**src/design/format_string_formatter_top_assert.svh**
```systemverilog
// ----------------------------------------------------------------------------
// Assertion macros for the format string formatter
// Immediate-consequence and next-cycle property wrappers on clk_i / rst_ni.
// ----------------------------------------------------------------------------
`ifndef FORMAT_STRING_FORMATTER_TOP_ASSERT_SVH
`define FORMAT_STRING_FORMATTER_TOP_ASSERT_SVH
`ifndef SYNTH
// same-cycle implication
`define FSF_ASSERT(lbl, ante, cons, msg) \
  lbl: assert property (@(posedge clk_i) disable iff (!rst_ni) (ante) |-> (cons)) \
    else $error(msg);
// next-cycle implication
`define FSF_ASSERT_NXT(lbl, ante, cons, msg) \
  lbl: assert property (@(posedge clk_i) disable iff (!rst_ni) (ante) |=> (cons)) \
    else $error(msg);
`else
`define FSF_ASSERT(lbl, ante, cons, msg)
`define FSF_ASSERT_NXT(lbl, ante, cons, msg)
`endif
`endif

```
**src/design/fsf_pkg.sv**
```systemverilog
// ----------------------------------------------------------------------------
// fsf_pkg
// Shared types and character codes of the format string formatter.
// ----------------------------------------------------------------------------
package fsf_pkg;

  localparam int unsigned WIDTH_CAP_DEF = 31;
  localparam int unsigned FW_W          = 5;
  localparam int unsigned DEC_DIGITS    = 10;

  typedef enum logic [1:0] {
    ACT_FMT  = 2'd0,
    ACT_STR  = 2'd1,
    ACT_END  = 2'd2,
    ACT_NONE = 2'd3
  } act_e;

  typedef enum logic [1:0] {
    PK_NONE  = 2'd0,
    PK_ZERO  = 2'd1,
    PK_SPACE = 2'd2,
    PK_AFTER = 2'd3
  } pad_e;

  typedef enum logic [2:0] {
    K_CHAR = 3'd0,
    K_PCT2 = 3'd1,
    K_DEC  = 3'd2,
    K_HEX  = 3'd3,
    K_PTR  = 3'd4,
    K_END  = 3'd5
  } cmd_kind_e;

  typedef struct packed {
    cmd_kind_e        kind;
    logic [7:0]       ch;
    logic             cr;
    logic             neg;
    logic [31:0]      val;
    pad_e             pk;
    logic [FW_W-1:0]  w;
  } cmd_t;

  localparam logic [7:0] CH_NUL   = 8'h00;
  localparam logic [7:0] CH_LF    = 8'h0a;
  localparam logic [7:0] CH_CR    = 8'h0d;
  localparam logic [7:0] CH_SP    = 8'h20;
  localparam logic [7:0] CH_PCT   = 8'h25;
  localparam logic [7:0] CH_MINUS = 8'h2d;
  localparam logic [7:0] CH_0     = 8'h30;
  localparam logic [7:0] CH_9     = 8'h39;
  localparam logic [7:0] CH_XU    = 8'h58;
  localparam logic [7:0] CH_C     = 8'h63;
  localparam logic [7:0] CH_D     = 8'h64;
  localparam logic [7:0] CH_H     = 8'h68;
  localparam logic [7:0] CH_I     = 8'h69;
  localparam logic [7:0] CH_L     = 8'h6c;
  localparam logic [7:0] CH_P     = 8'h70;
  localparam logic [7:0] CH_S     = 8'h73;
  localparam logic [7:0] CH_U     = 8'h75;
  localparam logic [7:0] CH_X     = 8'h78;
  localparam logic [7:0] CH_Z     = 8'h7a;
  localparam logic [7:0] HEX_ALPHA_OFS = 8'd87;

endpackage

```
**src/design/fsf_front.sv**
```systemverilog
// ----------------------------------------------------------------------------
// fsf_front
// Parses format beats, tracks conversion flags and width, issues commands.
// ----------------------------------------------------------------------------
module fsf_front #(
  parameter int unsigned WidthCap = fsf_pkg::WIDTH_CAP_DEF
) (
  input  logic                          clk_i,
  input  logic                          rst_ni,
  input  logic                          unix_i,
  input  logic                          valid_i,
  input  logic [1:0]                    action_i,
  input  logic [7:0]                    ch_i,
  input  logic [31:0]                   arg_i,
  input  logic                          full_i,
  output logic                          stall_o,
  output logic                          push_o,
  output fsf_pkg::cmd_t                 cmd_o
);

  typedef enum logic [1:0] {
    MODE_TEXT,
    MODE_CONV,
    MODE_STR
  } mode_e;

  localparam logic [8:0] CapW = 9'(WidthCap);

  mode_e                     mode_q, mode_d, mode_eff;
  fsf_pkg::pad_e             pk_q, pk_d;
  logic                      fw_set_q, fw_set_d;
  logic [fsf_pkg::FW_W-1:0]  fw_q, fw_d;
  logic                      acc;
  logic [8:0]                fw_acc;
  logic [3:0]                dig;
  logic signed [6:0]         wi;
  logic                      is_digit;

  assign acc     = valid_i & ~full_i;
  assign stall_o = full_i;

  assign is_digit = (ch_i >= fsf_pkg::CH_0) && (ch_i <= fsf_pkg::CH_9);
  assign dig      = 4'(ch_i - fsf_pkg::CH_0);
  assign fw_acc   = fw_set_q ? (9'(fw_q) * 9'd10 + 9'(dig)) : 9'(dig);
  assign wi       = (fw_set_q ? $signed({2'b00, fw_q}) : -7'sd1)
                    - (arg_i[31] ? 7'sd1 : 7'sd0);

  // classify the beat and update parse state
  always_comb begin
    mode_d   = mode_q;
    pk_d     = pk_q;
    fw_set_d = fw_set_q;
    fw_d     = fw_q;
    mode_eff = (mode_q == MODE_STR) ? MODE_TEXT : mode_q;
    push_o   = 1'b0;
    cmd_o.kind = fsf_pkg::K_CHAR;
    cmd_o.ch   = ch_i;
    cmd_o.cr   = 1'b0;
    cmd_o.neg  = 1'b0;
    cmd_o.val  = arg_i;
    cmd_o.pk   = pk_q;
    cmd_o.w    = fw_set_q ? fw_q : '0;
    if (acc) begin
      case (action_i)
        fsf_pkg::ACT_FMT: begin
          if (ch_i != fsf_pkg::CH_NUL) begin
            mode_d = mode_eff;
            if (mode_eff == MODE_TEXT) begin
              if (ch_i == fsf_pkg::CH_PCT) begin
                mode_d   = MODE_CONV;
                pk_d     = fsf_pkg::PK_NONE;
                fw_set_d = 1'b0;
              end else begin
                push_o   = 1'b1;
                cmd_o.cr = ~unix_i && (ch_i == fsf_pkg::CH_LF);
              end
            end else if (ch_i == fsf_pkg::CH_MINUS) begin
              pk_d = fsf_pkg::PK_AFTER;
            end else if (ch_i == fsf_pkg::CH_0 && !fw_set_q && pk_q == fsf_pkg::PK_NONE) begin
              pk_d = fsf_pkg::PK_ZERO;
            end else if (is_digit) begin
              fw_set_d = 1'b1;
              fw_d     = (fw_acc > CapW) ? CapW[fsf_pkg::FW_W-1:0] : fw_acc[fsf_pkg::FW_W-1:0];
              if (pk_q == fsf_pkg::PK_NONE) pk_d = fsf_pkg::PK_SPACE;
            end else if (ch_i == fsf_pkg::CH_L || ch_i == fsf_pkg::CH_H
                         || ch_i == fsf_pkg::CH_Z) begin
              mode_d = MODE_CONV;
            end else begin
              mode_d = MODE_TEXT;
              push_o = 1'b1;
              if (ch_i == fsf_pkg::CH_D || ch_i == fsf_pkg::CH_I) begin
                cmd_o.kind = fsf_pkg::K_DEC;
                cmd_o.neg  = arg_i[31];
                cmd_o.val  = arg_i[31] ? (32'd0 - arg_i) : arg_i;
                cmd_o.w    = (wi <= 7'sd0) ? 5'd1 : wi[fsf_pkg::FW_W-1:0];
              end else if (ch_i == fsf_pkg::CH_U) begin
                cmd_o.kind = fsf_pkg::K_DEC;
                cmd_o.w    = (fw_set_q && fw_q != '0) ? fw_q : 5'd1;
              end else if (ch_i == fsf_pkg::CH_P) begin
                cmd_o.kind = fsf_pkg::K_PTR;
                cmd_o.pk   = fsf_pkg::PK_ZERO;
                cmd_o.w    = 5'd8;
              end else if (ch_i == fsf_pkg::CH_X || ch_i == fsf_pkg::CH_XU) begin
                cmd_o.kind = fsf_pkg::K_HEX;
              end else if (ch_i == fsf_pkg::CH_S) begin
                mode_d = MODE_STR;
                push_o = 1'b0;
              end else if (ch_i == fsf_pkg::CH_C) begin
                cmd_o.ch = arg_i[7:0];
              end else if (ch_i == fsf_pkg::CH_PCT) begin
                cmd_o.ch = fsf_pkg::CH_PCT;
              end else begin
                cmd_o.kind = fsf_pkg::K_PCT2;
              end
            end
          end
        end
        fsf_pkg::ACT_STR: begin
          if (mode_q == MODE_STR) begin
            if (ch_i == fsf_pkg::CH_NUL) mode_d = MODE_TEXT;
            else push_o = 1'b1;
          end
        end
        fsf_pkg::ACT_END: begin
          push_o     = 1'b1;
          cmd_o.kind = fsf_pkg::K_END;
          mode_d     = MODE_TEXT;
          pk_d       = fsf_pkg::PK_NONE;
          fw_set_d   = 1'b0;
        end
        default: ;
      endcase
    end
  end

  // hold parse state
  always_ff @(posedge clk_i or negedge rst_ni) begin
    if (!rst_ni) begin
      mode_q   <= MODE_TEXT;
      pk_q     <= fsf_pkg::PK_NONE;
      fw_set_q <= 1'b0;
      fw_q     <= '0;
    end else begin
      mode_q   <= mode_d;
      pk_q     <= pk_d;
      fw_set_q <= fw_set_d;
      fw_q     <= fw_d;
    end
  end

endmodule

```
**src/design/fsf_cmdq.sv**
```systemverilog
// ----------------------------------------------------------------------------
// fsf_cmdq
// Two-entry command queue between parser and character generator.
// ----------------------------------------------------------------------------
module fsf_cmdq (
  input  logic          clk_i,
  input  logic          rst_ni,
  input  logic          push_i,
  input  fsf_pkg::cmd_t cmd_i,
  input  logic          pop_i,
  output fsf_pkg::cmd_t cmd_o,
  output logic          full_o,
  output logic          empty_o
);

  fsf_pkg::cmd_t mem_q [2];
  logic          wp_q, rp_q;
  logic [1:0]    cnt_q;

  assign full_o  = cnt_q == 2'd2;
  assign empty_o = cnt_q == 2'd0;
  assign cmd_o   = mem_q[rp_q];

  // store entries
  always_ff @(posedge clk_i) begin
    if (push_i) mem_q[wp_q] <= cmd_i;
  end

  // advance pointers
  always_ff @(posedge clk_i or negedge rst_ni) begin
    if (!rst_ni) begin
      wp_q  <= 1'b0;
      rp_q  <= 1'b0;
      cnt_q <= 2'd0;
    end else begin
      if (push_i) wp_q <= ~wp_q;
      if (pop_i)  rp_q <= ~rp_q;
      cnt_q <= cnt_q + {1'b0, push_i} - {1'b0, pop_i};
    end
  end

endmodule

```
**src/design/fsf_back.sv**
```systemverilog
// ----------------------------------------------------------------------------
// fsf_back
// Character generator: expands commands into output beats, at most one per cycle
// while out_stall_i is low, with buffer-capacity drop and running length.
// ----------------------------------------------------------------------------
`include "format_string_formatter_top_assert.svh"

module fsf_back (
  input  logic          clk_i,
  input  logic          rst_ni,
  input  logic [15:0]   buf_size_i,
  input  logic          empty_i,
  input  fsf_pkg::cmd_t cmd_i,
  output logic          pop_o,
  output logic          out_valid_o,
  input  logic          out_stall_i,
  output logic [7:0]    out_char_o,
  output logic          out_last_o,
  output logic [15:0]   out_length_o
);

  typedef enum logic [3:0] {
    S_IDLE, S_CR, S_PCT, S_LAST, S_MINUS, S_P0, S_PX, S_BCD, S_NUM, S_TRAIL, S_END
  } state_e;

  localparam int unsigned BcdW = 4 * fsf_pkg::DEC_DIGITS;

  state_e                    st_q, st_d;
  logic                      isdec_q, isdec_d, seen_q, seen_d;
  logic [7:0]                ch_q, ch_d;
  fsf_pkg::pad_e             pk_q, pk_d;
  logic [fsf_pkg::FW_W-1:0]  w_q, w_d;
  logic [31:0]               val_q, val_d;
  logic [BcdW-1:0]           bcd_q, bcd_d, bcd_adj;
  logic [4:0]                stp_q, stp_d;
  logic [3:0]                pos_q, pos_d;
  logic [6:0]                cnt_q, cnt_d, target;
  logic [15:0]               kept_q, kept_d, cap;
  logic                      ov_q, ov_d, ol_q, ol_d;
  logic [7:0]                oc_q, oc_d;
  logic [15:0]               olen_q, olen_d;
  logic                      adv, gen, gfin, room, pad_ok;
  logic [3:0]                digit;
  logic [7:0]                gch, dch;

  assign adv    = ~ov_q | ~out_stall_i;
  assign cap    = (buf_size_i == '0) ? '0 : buf_size_i - 16'd1;
  assign room   = kept_q < cap;
  assign target = isdec_q ? {2'b00, w_q} : {1'b0, w_q, 1'b0};
  assign digit  = isdec_q ? bcd_q[{pos_q, 2'b00} +: 4] : val_q[{pos_q[2:0], 2'b00} +: 4];
  assign dch    = (digit > 4'd9) ? ({4'h0, digit} + fsf_pkg::HEX_ALPHA_OFS)
                                 : ({4'h0, digit} + fsf_pkg::CH_0);
  assign pad_ok = ({1'b0, pos_q} + 5'd1 <= w_q)
                  && (pk_q == fsf_pkg::PK_ZERO || pk_q == fsf_pkg::PK_SPACE
                      || (isdec_q && pk_q == fsf_pkg::PK_NONE));

  // add-3 correction of each BCD digit
  always_comb begin
    for (int i = 0; i < fsf_pkg::DEC_DIGITS; i++) begin
      bcd_adj[4*i +: 4] = (bcd_q[4*i +: 4] >= 4'd5) ? bcd_q[4*i +: 4] + 4'd3
                                                    : bcd_q[4*i +: 4];
    end
  end

  // sequence the characters of the current command
  always_comb begin
    st_d = st_q; isdec_d = isdec_q; seen_d = seen_q; ch_d = ch_q; pk_d = pk_q;
    w_d = w_q; val_d = val_q; bcd_d = bcd_q; stp_d = stp_q; pos_d = pos_q;
    cnt_d = cnt_q; kept_d = kept_q;
    ov_d = ov_q; oc_d = oc_q; ol_d = ol_q; olen_d = olen_q;
    pop_o = 1'b0; gen = 1'b0; gfin = 1'b0; gch = fsf_pkg::CH_SP;
    if (adv) begin
      ov_d = 1'b0;
      case (st_q)
        S_IDLE: begin
          if (!empty_i) begin
            pop_o   = 1'b1;
            ch_d    = cmd_i.ch;
            pk_d    = cmd_i.pk;
            w_d     = cmd_i.w;
            val_d   = cmd_i.val;
            bcd_d   = '0;
            stp_d   = '0;
            seen_d  = 1'b0;
            cnt_d   = '0;
            isdec_d = cmd_i.kind == fsf_pkg::K_DEC;
            pos_d   = (cmd_i.kind == fsf_pkg::K_DEC) ? 4'd9 : 4'd7;
            case (cmd_i.kind)
              fsf_pkg::K_CHAR: st_d = cmd_i.cr ? S_CR : S_LAST;
              fsf_pkg::K_PCT2: st_d = S_PCT;
              fsf_pkg::K_DEC:  st_d = cmd_i.neg ? S_MINUS : S_BCD;
              fsf_pkg::K_HEX:  st_d = S_NUM;
              fsf_pkg::K_PTR:  st_d = S_P0;
              fsf_pkg::K_END:  st_d = S_END;
              default:         st_d = S_IDLE;
            endcase
          end
        end
        S_CR:    begin gen = 1'b1; gch = fsf_pkg::CH_CR;    st_d = S_LAST;  end
        S_PCT:   begin gen = 1'b1; gch = fsf_pkg::CH_PCT;   st_d = S_LAST;  end
        S_LAST:  begin gen = 1'b1; gch = ch_q; gfin = 1'b1; st_d = S_IDLE;  end
        S_MINUS: begin gen = 1'b1; gch = fsf_pkg::CH_MINUS; st_d = S_BCD;   end
        S_P0:    begin gen = 1'b1; gch = fsf_pkg::CH_0;     st_d = S_PX;    end
        S_PX:    begin gen = 1'b1; gch = fsf_pkg::CH_X;     st_d = S_NUM;   end
        S_BCD: begin
          bcd_d = {bcd_adj[BcdW-2:0], val_q[31]};
          val_d = {val_q[30:0], 1'b0};
          stp_d = stp_q + 5'd1;
          if (stp_q == 5'd31) st_d = S_NUM;
        end
        S_NUM: begin
          if (digit != 4'd0 || seen_q || pos_q == 4'd0) begin
            gen    = 1'b1;
            gch    = dch;
            seen_d = 1'b1;
            cnt_d  = cnt_q + 7'd1;
            if (pos_q == 4'd0) begin
              gfin = !(pk_q == fsf_pkg::PK_AFTER && (cnt_q + 7'd1 < target));
              st_d = gfin ? S_IDLE : S_TRAIL;
            end
          end else if (pad_ok) begin
            gen = 1'b1;
            gch = (pk_q == fsf_pkg::PK_ZERO) ? fsf_pkg::CH_0 : fsf_pkg::CH_SP;
          end
          if (pos_q != 4'd0) pos_d = pos_q - 4'd1;
        end
        S_TRAIL: begin
          gen   = 1'b1;
          gch   = fsf_pkg::CH_SP;
          cnt_d = cnt_q + 7'd1;
          gfin  = cnt_q + 7'd1 >= target;
          if (gfin) st_d = S_IDLE;
        end
        S_END: begin
          ov_d   = 1'b1;
          oc_d   = fsf_pkg::CH_NUL;
          ol_d   = 1'b1;
          olen_d = kept_q;
          kept_d = '0;
          st_d   = S_IDLE;
        end
        default: st_d = S_IDLE;
      endcase
      // keep the beat only while buffer room remains
      if (gen && room) begin
        ov_d   = 1'b1;
        oc_d   = gch;
        ol_d   = gfin || (kept_q + 16'd1 == cap);
        olen_d = kept_q + 16'd1;
        kept_d = kept_q + 16'd1;
      end
    end
  end

  // hold state and output register
  always_ff @(posedge clk_i or negedge rst_ni) begin
    if (!rst_ni) begin
      st_q    <= S_IDLE;
      kept_q  <= '0;
      ov_q    <= 1'b0;
      isdec_q <= 1'b0;
      seen_q  <= 1'b0;
      stp_q   <= '0;
      pos_q   <= '0;
      cnt_q   <= '0;
    end else begin
      st_q    <= st_d;
      kept_q  <= kept_d;
      ov_q    <= ov_d;
      isdec_q <= isdec_d;
      seen_q  <= seen_d;
      stp_q   <= stp_d;
      pos_q   <= pos_d;
      cnt_q   <= cnt_d;
    end
  end

  always_ff @(posedge clk_i) begin
    ch_q   <= ch_d;
    pk_q   <= pk_d;
    w_q    <= w_d;
    val_q  <= val_d;
    bcd_q  <= bcd_d;
    oc_q   <= oc_d;
    ol_q   <= ol_d;
    olen_q <= olen_d;
  end

  assign out_valid_o  = ov_q;
  assign out_char_o   = oc_q;
  assign out_last_o   = ol_q;
  assign out_length_o = olen_q;

  `FSF_ASSERT(a_pos_range, st_q == S_NUM, pos_q <= 4'd9, "digit position out of range")
  `FSF_ASSERT_NXT(a_end_clears, adv && st_q == S_END, kept_q == '0, "end did not clear length")
  `FSF_ASSERT(a_trail_after, st_q == S_TRAIL, pk_q == fsf_pkg::PK_AFTER, "trailing pad without '-'")

endmodule

```
**src/design/format_string_formatter_top.sv**
```systemverilog
// Timing: text, %c, %%, %p and a '-' sign pass the command queue, the back-end
// state register and the output register; decimal digits follow a binary-to-BCD
// conversion. Throughput: at most one output character per cycle, none while
// out_stall_i holds the output; a new command is popped only once the last one is
// done. Reset: rst_ni asynchronous active low; clears parse state, queue, length,
// buffer_size to 256 and unix_line_ending to 1.
// ----------------------------------------------------------------------------
// format_string_formatter_top
// Minimal printf formatter: parser front end, command queue, character back end.
// ----------------------------------------------------------------------------
module format_string_formatter_top #(
  parameter int unsigned WidthCap = fsf_pkg::WIDTH_CAP_DEF
) (
  input  logic        clk_i,
  input  logic        rst_ni,
  input  logic        psel,
  input  logic        penable,
  input  logic        pwrite,
  input  logic [2:0]  paddr,
  input  logic [31:0] pwdata,
  output logic [31:0] prdata,
  output logic        pready,
  input  logic        in_valid_i,
  output logic        in_stall_o,
  input  logic [1:0]  action_i,
  input  logic [7:0]  ch_i,
  input  logic [31:0] arg_i,
  output logic        out_valid_o,
  input  logic        out_stall_i,
  output logic [7:0]  out_char_o,
  output logic        out_last_o,
  output logic [15:0] out_length_o
);

  logic [15:0]   bs_q;
  logic          unix_q;
  logic          push, pop, full, empty;
  fsf_pkg::cmd_t cmd_in, cmd_out;

  // configuration registers
  assign pready = 1'b1;
  assign prdata = paddr[2] ? {31'd0, unix_q} : {16'd0, bs_q};

  always_ff @(posedge clk_i or negedge rst_ni) begin
    if (!rst_ni) begin
      bs_q   <= 16'd256;
      unix_q <= 1'b1;
    end else if (psel && penable && pwrite) begin
      if (paddr[2]) unix_q <= pwdata[0];
      else          bs_q   <= pwdata[15:0];
    end
  end

  fsf_front #(.WidthCap(WidthCap)) u_front (
    .clk_i, .rst_ni,
    .unix_i   (unix_q),
    .valid_i  (in_valid_i),
    .action_i,
    .ch_i,
    .arg_i,
    .full_i   (full),
    .stall_o  (in_stall_o),
    .push_o   (push),
    .cmd_o    (cmd_in)
  );

  fsf_cmdq u_cmdq (
    .clk_i, .rst_ni,
    .push_i  (push),
    .cmd_i   (cmd_in),
    .pop_i   (pop),
    .cmd_o   (cmd_out),
    .full_o  (full),
    .empty_o (empty)
  );

  fsf_back u_back (
    .clk_i, .rst_ni,
    .buf_size_i (bs_q),
    .empty_i    (empty),
    .cmd_i      (cmd_out),
    .pop_o      (pop),
    .out_valid_o,
    .out_stall_i,
    .out_char_o,
    .out_last_o,
    .out_length_o
  );

endmodule

```
**config.mk**
```make
export PLATFORM = sky130hd
export DESIGN_NAME = format_string_formatter_top
export DESIGN_NICKNAME = d
export VERILOG_FILES = /design/src/design/fsf_pkg.sv /design/src/design/fsf_front.sv /design/src/design/fsf_cmdq.sv /design/src/design/fsf_back.sv /design/src/design/format_string_formatter_top.sv
export VERILOG_INCLUDE_DIRS = /design/src /design/src/design
export SDC_FILE = /design/constraint.sdc
export NUM_CORES = 1
export LEC_CHECK = 0
export ABC_CLOCK_PERIOD_IN_PS = 12600
export BUFFER_PORTS_ARGS = -buffer_cell sky130_fd_sc_hd__clkbuf_2
export CAP_MARGIN = 0
export CORE_AREA = 4 4 247 249
export DETAILED_ROUTE_END_ITERATION = 12
export DIE_AREA = 0 0 251 253
export MAX_ROUTING_LAYER = met4
export PLACE_DENSITY = 0.52
export SLEW_MARGIN = 20
export SYNTH_ARGS = -nofsm -noshare
export SYNTH_HDL_FRONTEND = slang
export SYNTH_HIERARCHICAL = 1
export SYNTH_SLANG_ARGS = --single-unit
```
**constraint.sdc**
```tcl
create_clock -name clk_i -period 12.6 [get_ports clk_i]
set_input_delay 0.63 -clock clk_i [delete_from_list [all_inputs] [get_ports clk_i]]
set_output_delay 0.63 -clock clk_i [all_outputs]
set_load 0.02 [all_outputs]
```
Word-level counts from Yosys, hierarchy flattened --
Memory sizes are Yosys's and may differ from the RTL's. Index checks and enable logic that the tools add are counted.
Word-level totals: input bits 84, output and inout port bits 60, bits in writable memories 104, register bits 182, memories kept 1
Operators by class: bitwise logic cells 13, reduce and logical (&&, ||, !) cells 57, multiplexer cells 158, equal/unequal tests 54, multipliers 1, add/sub/neg operators 24, $lt $le $gt $ge 19, shifts and indexed selects 2
Memory list:
- u_cmdq.mem_q | words 2, width 52, rd ports 1, clocked after memory_dff 0, write ports 1, line fsf_cmdq.sv:16 | fsf_pkg::cmd_t mem_q [2];
Operators by type and width (number):
- $mux W40 | 6
- $mux W52 | 2
- $mux W16 | 6
- $eq A8 B7 Y1 const B | 11
- $mux W8 | 11
- $pmux W40 S2 | 1
- $mux W4 | 19
- $mux W11 | 6
- $mux W32 | 2
- $pmux W32 S2 | 1
- $pmux W8 S7 | 1
- $mux W2 | 26
- $mux W49 | 1
- $mux W1 | 42
- $ge A4 B3 Y1 const B | 10
- $mux W5 | 8
- $shiftx A40 B7 Y4 | 1
- $add A4 B2 Y4 const B | 9
- $mux W33 | 1
- $pmux W4 S8 | 1
- $shiftx A32 B6 Y4 | 1
- $sub A1 B32 Y32 const A | 1
- $mux W7 | 4
- $eq A8 B6 Y1 const B | 3
- 77 further kinds | 154

Logic depth before layout (Yosys ltp) --
depth after elaboration 16, mapped depth 16, depth with buffers taken out 15

Modules after synthesis --
Netlist, hierarchy kept.
By module, submodules not included:
- fsf_back | cells an instance 1015, area an instance 9730.6 sq um, instances 1, seq. area each 4339.2 sq um
- fsf_cmdq | cells an instance 177, area an instance 4200.3 sq um, instances 1, seq. area each 3223.1 sq um
- fsf_front | cells an instance 342, area an instance 2573.7 sq um, instances 1, seq. area each 250.2 sq um
- format_string_formatter_top | cells an instance 73, area an instance 948.4 sq um, instances 1, seq. area each 427.9 sq um

Worst setup path after synthesis --
OpenSTA, ideal clock, no wires.
path type input port to flip-flop, start in ch_i[7], end mem u_cmdq/mem_q[0][0] in the netlist's numbering (enable), setup slack 7.678 ns, data arrival time 4.454 ns, stages on the path 8, data required time 12.132 ns, path buffers 2, cell sequence buf_2 > and4bb_1 > and3_1 > buf_4 > nor3_1 > a21oi_1 > o41ai_1 > nor2b_1
On the way: word-level cells in the longest chain between the ends 16, elaborated cells on any way between the ends 42
Ends and longest elaborated chain:
- start, declared | line format_string_formatter_top.sv:26 | input logic [7:0] ch_i,
- $eq A8 B7 Y1 (on tied branches) | line fsf_front.sv:105, fsf_front.sv:103
- $mux W1 or $logic_or A1 B1 Y1 (tied branches) | line fsf_front.sv:105, fsf_front.sv:103
- $mux W1 | line fsf_front.sv:103 | end else if (ch_i == fsf_pkg::CH_X || ch_i == fsf_pkg::CH_XU) begin
- $mux W1 | line fsf_front.sv:99 | end else if (ch_i == fsf_pkg::CH_P) begin
- $mux W1 | line fsf_front.sv:96 | end else if (ch_i == fsf_pkg::CH_U) begin
- $mux W1 | line fsf_front.sv:91 | if (ch_i == fsf_pkg::CH_D || ch_i == fsf_pkg::CH_I) begin
- $mux W1 | line fsf_front.sv:85 | end else if (ch_i == fsf_pkg::CH_L || ch_i == fsf_pkg::CH_H
- $mux W1 | line fsf_front.sv:81 | end else if (is_digit) begin
- $mux W1 | line fsf_front.sv:79 | end else if (ch_i == fsf_pkg::CH_0 && !fw_set_q && pk_q == fsf_pkg::PK_NONE) begin
- $mux W1 | line fsf_front.sv:77 | end else if (ch_i == fsf_pkg::CH_MINUS) begin
- $mux W1 | line fsf_front.sv:68 | if (mode_eff == MODE_TEXT) begin
- $mux W1 | line fsf_front.sv:66 | if (ch_i != fsf_pkg::CH_NUL) begin
- $pmux W1 S3 (*) | line fsf_front.sv:64 | case (action_i)
- $mux W1 (*) | line fsf_front.sv:63 | if (acc) begin
- named net push | line format_string_formatter_top.sv:37 | logic push, pop, full, empty;
- $mux W1 (*) | line fsf_cmdq.sv:26 | if (push_i) mem_q[wp_q] <= cmd_i;
- $mux W1 (implied by the code) (*) | line fsf_cmdq.sv:26
- end, declared | line fsf_cmdq.sv:16
The timed path passes the listed nets; every way through them passes the cells marked *.

Final worst setup path --
start reg bs_q[0], end reg u_back.olen_q[0] (netlist: u_back/out_length_o[0]) (enable)
On the way: word-level cells in the longest chain between the ends 6, elaborated cells on any way between the ends 7
Ends and longest elaborated chain:
- start, declared | line format_string_formatter_top.sv:35 | logic [15:0] bs_q;
- start signal, assigned | line format_string_formatter_top.sv:50 | else bs_q <= pwdata[15:0];
- $sub A16 B1 Y16 or $logic_not A16 Y1 (tied branches) | line fsf_back.sv:47 | assign cap = (buf_size_i == '0) ? '0 : buf_size_i - 16'd1;
- $mux W16 (*) | line fsf_back.sv:47
- $lt A16 B16 Y1 (*) | line fsf_back.sv:48 | assign room = kept_q < cap;
- $logic_and A1 B1 Y1 (*) | line fsf_back.sv:145 | if (gen && room) begin
- $reduce_bool A2 Y1 (no line) (*)
- $reduce_and A2 Y1 (no line) (*)
- end signal, assigned | line fsf_back.sv:186 | olen_q <= olen_d;
- end, declared | line fsf_back.sv:41 | logic [15:0] olen_q, olen_d;
Mark *: on every way between the ends. The rest lies on a longest branch, timed or not. A chain may end at the register's enable or synchronous reset.

==> results <==
- The worst setup path is of the register to register kind.
- Setup repair after global routing left no endpoint under its margin.
- The pin count of the biggest net entering global routing is 73.
- Data on the critical path arrives at its endpoint at 4.86 ns.
- The antenna diode count is 0.
- The run finished with clean final reports.
- The layout-stage area growth over the synthesis result is 12.6%.
- The share of the core filled with cells is 33.5%.
- The post-DP HPWL is between 20 and 30 mm.
- In this run the deepest clock path goes through 3 buffers.
- Across the VDD grid, the largest voltage drop is ~0.14 mV.
- Of all nets on the critical path, the largest fanout is 25.
- The Yosys step of the flow raised 6 warnings.
- For the worst setup path, the data required time is between 10 and 15 ns.
- Dividing the detail-routed wire length by the instance count gives 16.5 um.
- The initial antenna violation count is 0.
- The number of nets in the layout is ~1800.
- The initial standard-cell utilization of the core is 29.7%.
- Synthesis inferred 286 register bits.
- The number of clock sinks is 286.
- Net switching is 38.0% of the power.
- The maximum clock frequency is roughly 210 MHz.
- The setup slack after layout is 7.92 ns.
- On the final layout, the worst clock skew is roughly 0.025 ns.
- The maximum level of the CTS H-tree is 1.
- The synthesized cell area is approximately 17000 um^2.
- Global routing finished with a remaining overflow of 0.
- The worst setup path is captured at a register.
- The critical path goes through inv_1, ha_1, nand4_1, or3_1, mux2i_1, ha_1, and2_1, a221oi_1, o21ai_0, nor3_1, o21ai_2, a21o_1, inv_1.
- In this run the remaining antenna-violating nets after routing total 0.
- Counting flops with a built-in enable in the synthesized netlist gives between 200 and 250.
- Dividing total power by cell area gives a power density of 211 nW/um^2.
- In the routed design, unresolved DRC markers number 0.
- The net switching power is 1.57 mW.
- The number of core rows is 89.
- The total negative setup slack is 0 ns.
- The final number of hold-violating endpoints was 0.
- Clock-pin slew was measured on the worst setup and hold paths at 0.06 ns.
- During placement, the flow inserted port buffers numbering 108.
- The fraction of synthesis flops using an asynchronous set or reset pin is 24.5%.
- The total of endpoints with negative setup slack in the final report is 0.
- Across all hold checks on the routed design, the worst slack comes to approximately 0.091 ns.
- The region available for standard cell placement spans 58700 um^2.
- In this run the worst hold path is classified as input port to asynchronous set/reset pin.
- The netlist uses 105 different library cells.
- In the synthesized netlist the dominant register cell turns out to be sky130_fd_sc_hd__edfxtp_1.
- The highest cell delay on the worst timing path is 0.78 ns.
- From left edge to right edge, the die measures 251 um.
- Counting the buffers created by CTS gives 30.
- The worst relative slew slack is 32.8%.
- The sequential fraction of the synthesis area is 47.2%.
- The portion of total power attributed to sequential cells is 38.3%.
- Detailed routing inserted a total of 12000 vias.
- The first detailed-routing pass ran for 5 iterations.
- The tree is rooted in a sky130_fd_sc_hd__clkbuf_16.
- The number of buffers inserted by hold repair at cts is 0.
- The later-pin clock latency in the skew report is 0.58 ns.
- The worst slack at placement is 7.89 ns.
- The kind of start point of the critical path is a register.
- Per report_power, the combinational group accounts for about 39% of the total.
- The CTS tree is built.
- The total die area is around 64000 um^2.
- The fraction of layout cells with a size suffix above 1 is 17.7%.
- The global-route wire length before repair is about 66 mm.
- Summed over all layers, the routed wires come to 41.0 mm.
- Using the TritonRoute via totals, the vias-per-cell ratio works out to 4.83.
- The number of cells on the worst reg-to-reg path is 13.
- In this run, the number of DRC markers left after iteration 0 of detailed routing was 870.
- The post-CTS repair timing setup buffer count is 0.
- The slowest cell on the critical path is sky130_fd_sc_hd__inv_1.
- Cell internal power was estimated by the tool at around 2.6 mW.
- The congestion estimate from routability-driven global placement came to 0.879.
- Post-CTS repair changed the size of 0 cells.
- The measured slew at the worst slew-check pin is between 1 and 1.5 ns.
- In this run the count of I/O pins placed on the die edge is 144.
- The average cell area after synthesis is 10.9 um^2.
- The max-slew violation count is 0.
- The gate count of the mapped netlist is 1607.
- In the finished design, the share of the clock period the worst path needs comes to 37.2%.
- After layout, the minimum clock period comes to 4.68 ns.
- The die is between 200 and 300 um tall.
- In this run, the clock network consumes a little under a quarter of the power.
- The via count of the first global-routing pass came to 11700.
- Across every metal layer, demand over resource in global routing totals 13.0%.
- The max-capacitance violation count is 0.
- The static leakage is slightly below 8 nW.
-- Yosys cell counts, drive strengths merged, types with 12 or more instances --
cell type  number  share of area, %
edfxtp        216                37
nand4          14              0.50
dfrtp          68               9.7
nor2b          21              0.75
nand2         193               4.2
a31oi          13              0.47
buf            56               2.5
or3            13              0.49
mux2i          23               1.3
nor4           16              0.73
xnor2          64               3.2
o2bb2ai        14              0.70
o21ai          78               2.3
or4            12              0.60
xor2           50               2.5
and3           12              0.44
nand2b         25              0.90
nor2          120               2.7
mux2           72               5.9
mux4           14               1.8
nand3          45               1.3
and2           13              0.47
nor3           38               1.2
inv            66               1.4
ha             78               5.6
clkbuf         37              0.80
a21oi          81               2.4
-- cells in the final DEF (no fill, tap or decap), drive strengths merged, types with 64 or more instances in the layout --
cell type / n
edfxtp: 216
nand2: 193
clkbuf: 147
nor2: 120
a21oi: 81
ha: 78
o21ai: 78
mux2: 72
dfrtp: 68
inv: 66
xnor2: 64
-- registers in the layout, indices dropped and copies added (netlist names), 7 cells and up --
signal,count
u_cmdq/mem_q,104
u_back/bcd_q,40
u_back/val_q,32
bs_q,16
u_back/kept_q,16
u_back/out_length_o,16
u_back/ch_q,8
u_back/out_char_o,8
u_back/cnt_q,7
-- metrics by stage --
step,std cells,power (mW),area [um^2]
2_1_floorplan,1622,2.81,17500
3_3_place_gp,2419,3.19,18500
3_5_place_dp,2419,3.22,18500
4_1_cts,2475,4.21,19600
5_1_grt,2476,4.45,19600
6_report,2476,4.15,19600
-- routing by layer --
metal	part of all wire, %	track usage [%]
met4	1.7	2.65
met2	47	21.0
met1	48	17.9
met3	3.3	1.27
met5	0	-
-- power groups by stage --
stage / Combinational, mW / Sequential (mW) / Clock, mW
final: 1.60 / 1.59 / 0.959
after global placement: 1.59 / 1.60 / 0
after floorplan: 1.27 / 1.54 / 0
after detailed placement: 1.62 / 1.61 / 0
after global routing: 1.79 / 1.63 / 1.03
after CTS: 1.62 / 1.59 / 0.992
-- worst max-delay path, delay by kind of cell (launching register included) --
kind | cells | cell delay, ns
AO/OA/AOI/OAI | 4 | 0.88
AND/OR/NAND/NOR | 4 | 1.23
multiplexers | 1 | 0.30
adder cells (fa/ha/maj) | 2 | 0.55
buffers and inverters | 2 | 0.87
flip-flops | 1 | 0.46
-- kinds of logic after synthesis --
| kind of cell | synth area share (%) |
|---|---|
| other cells | 0.0430 |
| mux | 9.04 |
| buf+inv | 4.67 |
| flops | 47.2 |
| xor+xnor | 5.86 |
| simple gates | 16.6 |
| compound gates | 10.7 |
| fa+ha+maj | 5.82 |
-- cell type report --
type	instances	area (um^2)
tap	773	967
timing repair buffer	118	628
multi-input combinational	1177	8480
sequential	286	8240
inverter	66	248
clock inverter	17	239
clock buffer	39	845
fill	5883	39000
-- worst paths after layout --
check	start	to	slack [ns]
hold reg to reg	u_back/seen_q$_DFFE_PN0P_	u_back/seen_q$_DFFE_PN0P_	0.49
setup reg to reg	bs_q[0]$_DFFE_PN0P_	u_back/out_length_o[0]$_DFFE_PP_	7.92
min in group clk_i	pwdata[4]	bs_q[4]$_DFFE_PN0P_	0.30
hold / removal	rst_ni	u_front/fw_q[1]$_DFFE_PN0P_	0.09
max in group asynchronous	rst_ni	u_cmdq/rp_q$_DFFE_PN0P_	11.95
setup / recovery	bs_q[0]$_DFFE_PN0P_	u_back/out_length_o[0]$_DFFE_PP_	7.92
(Power assumes the default switching activity.)
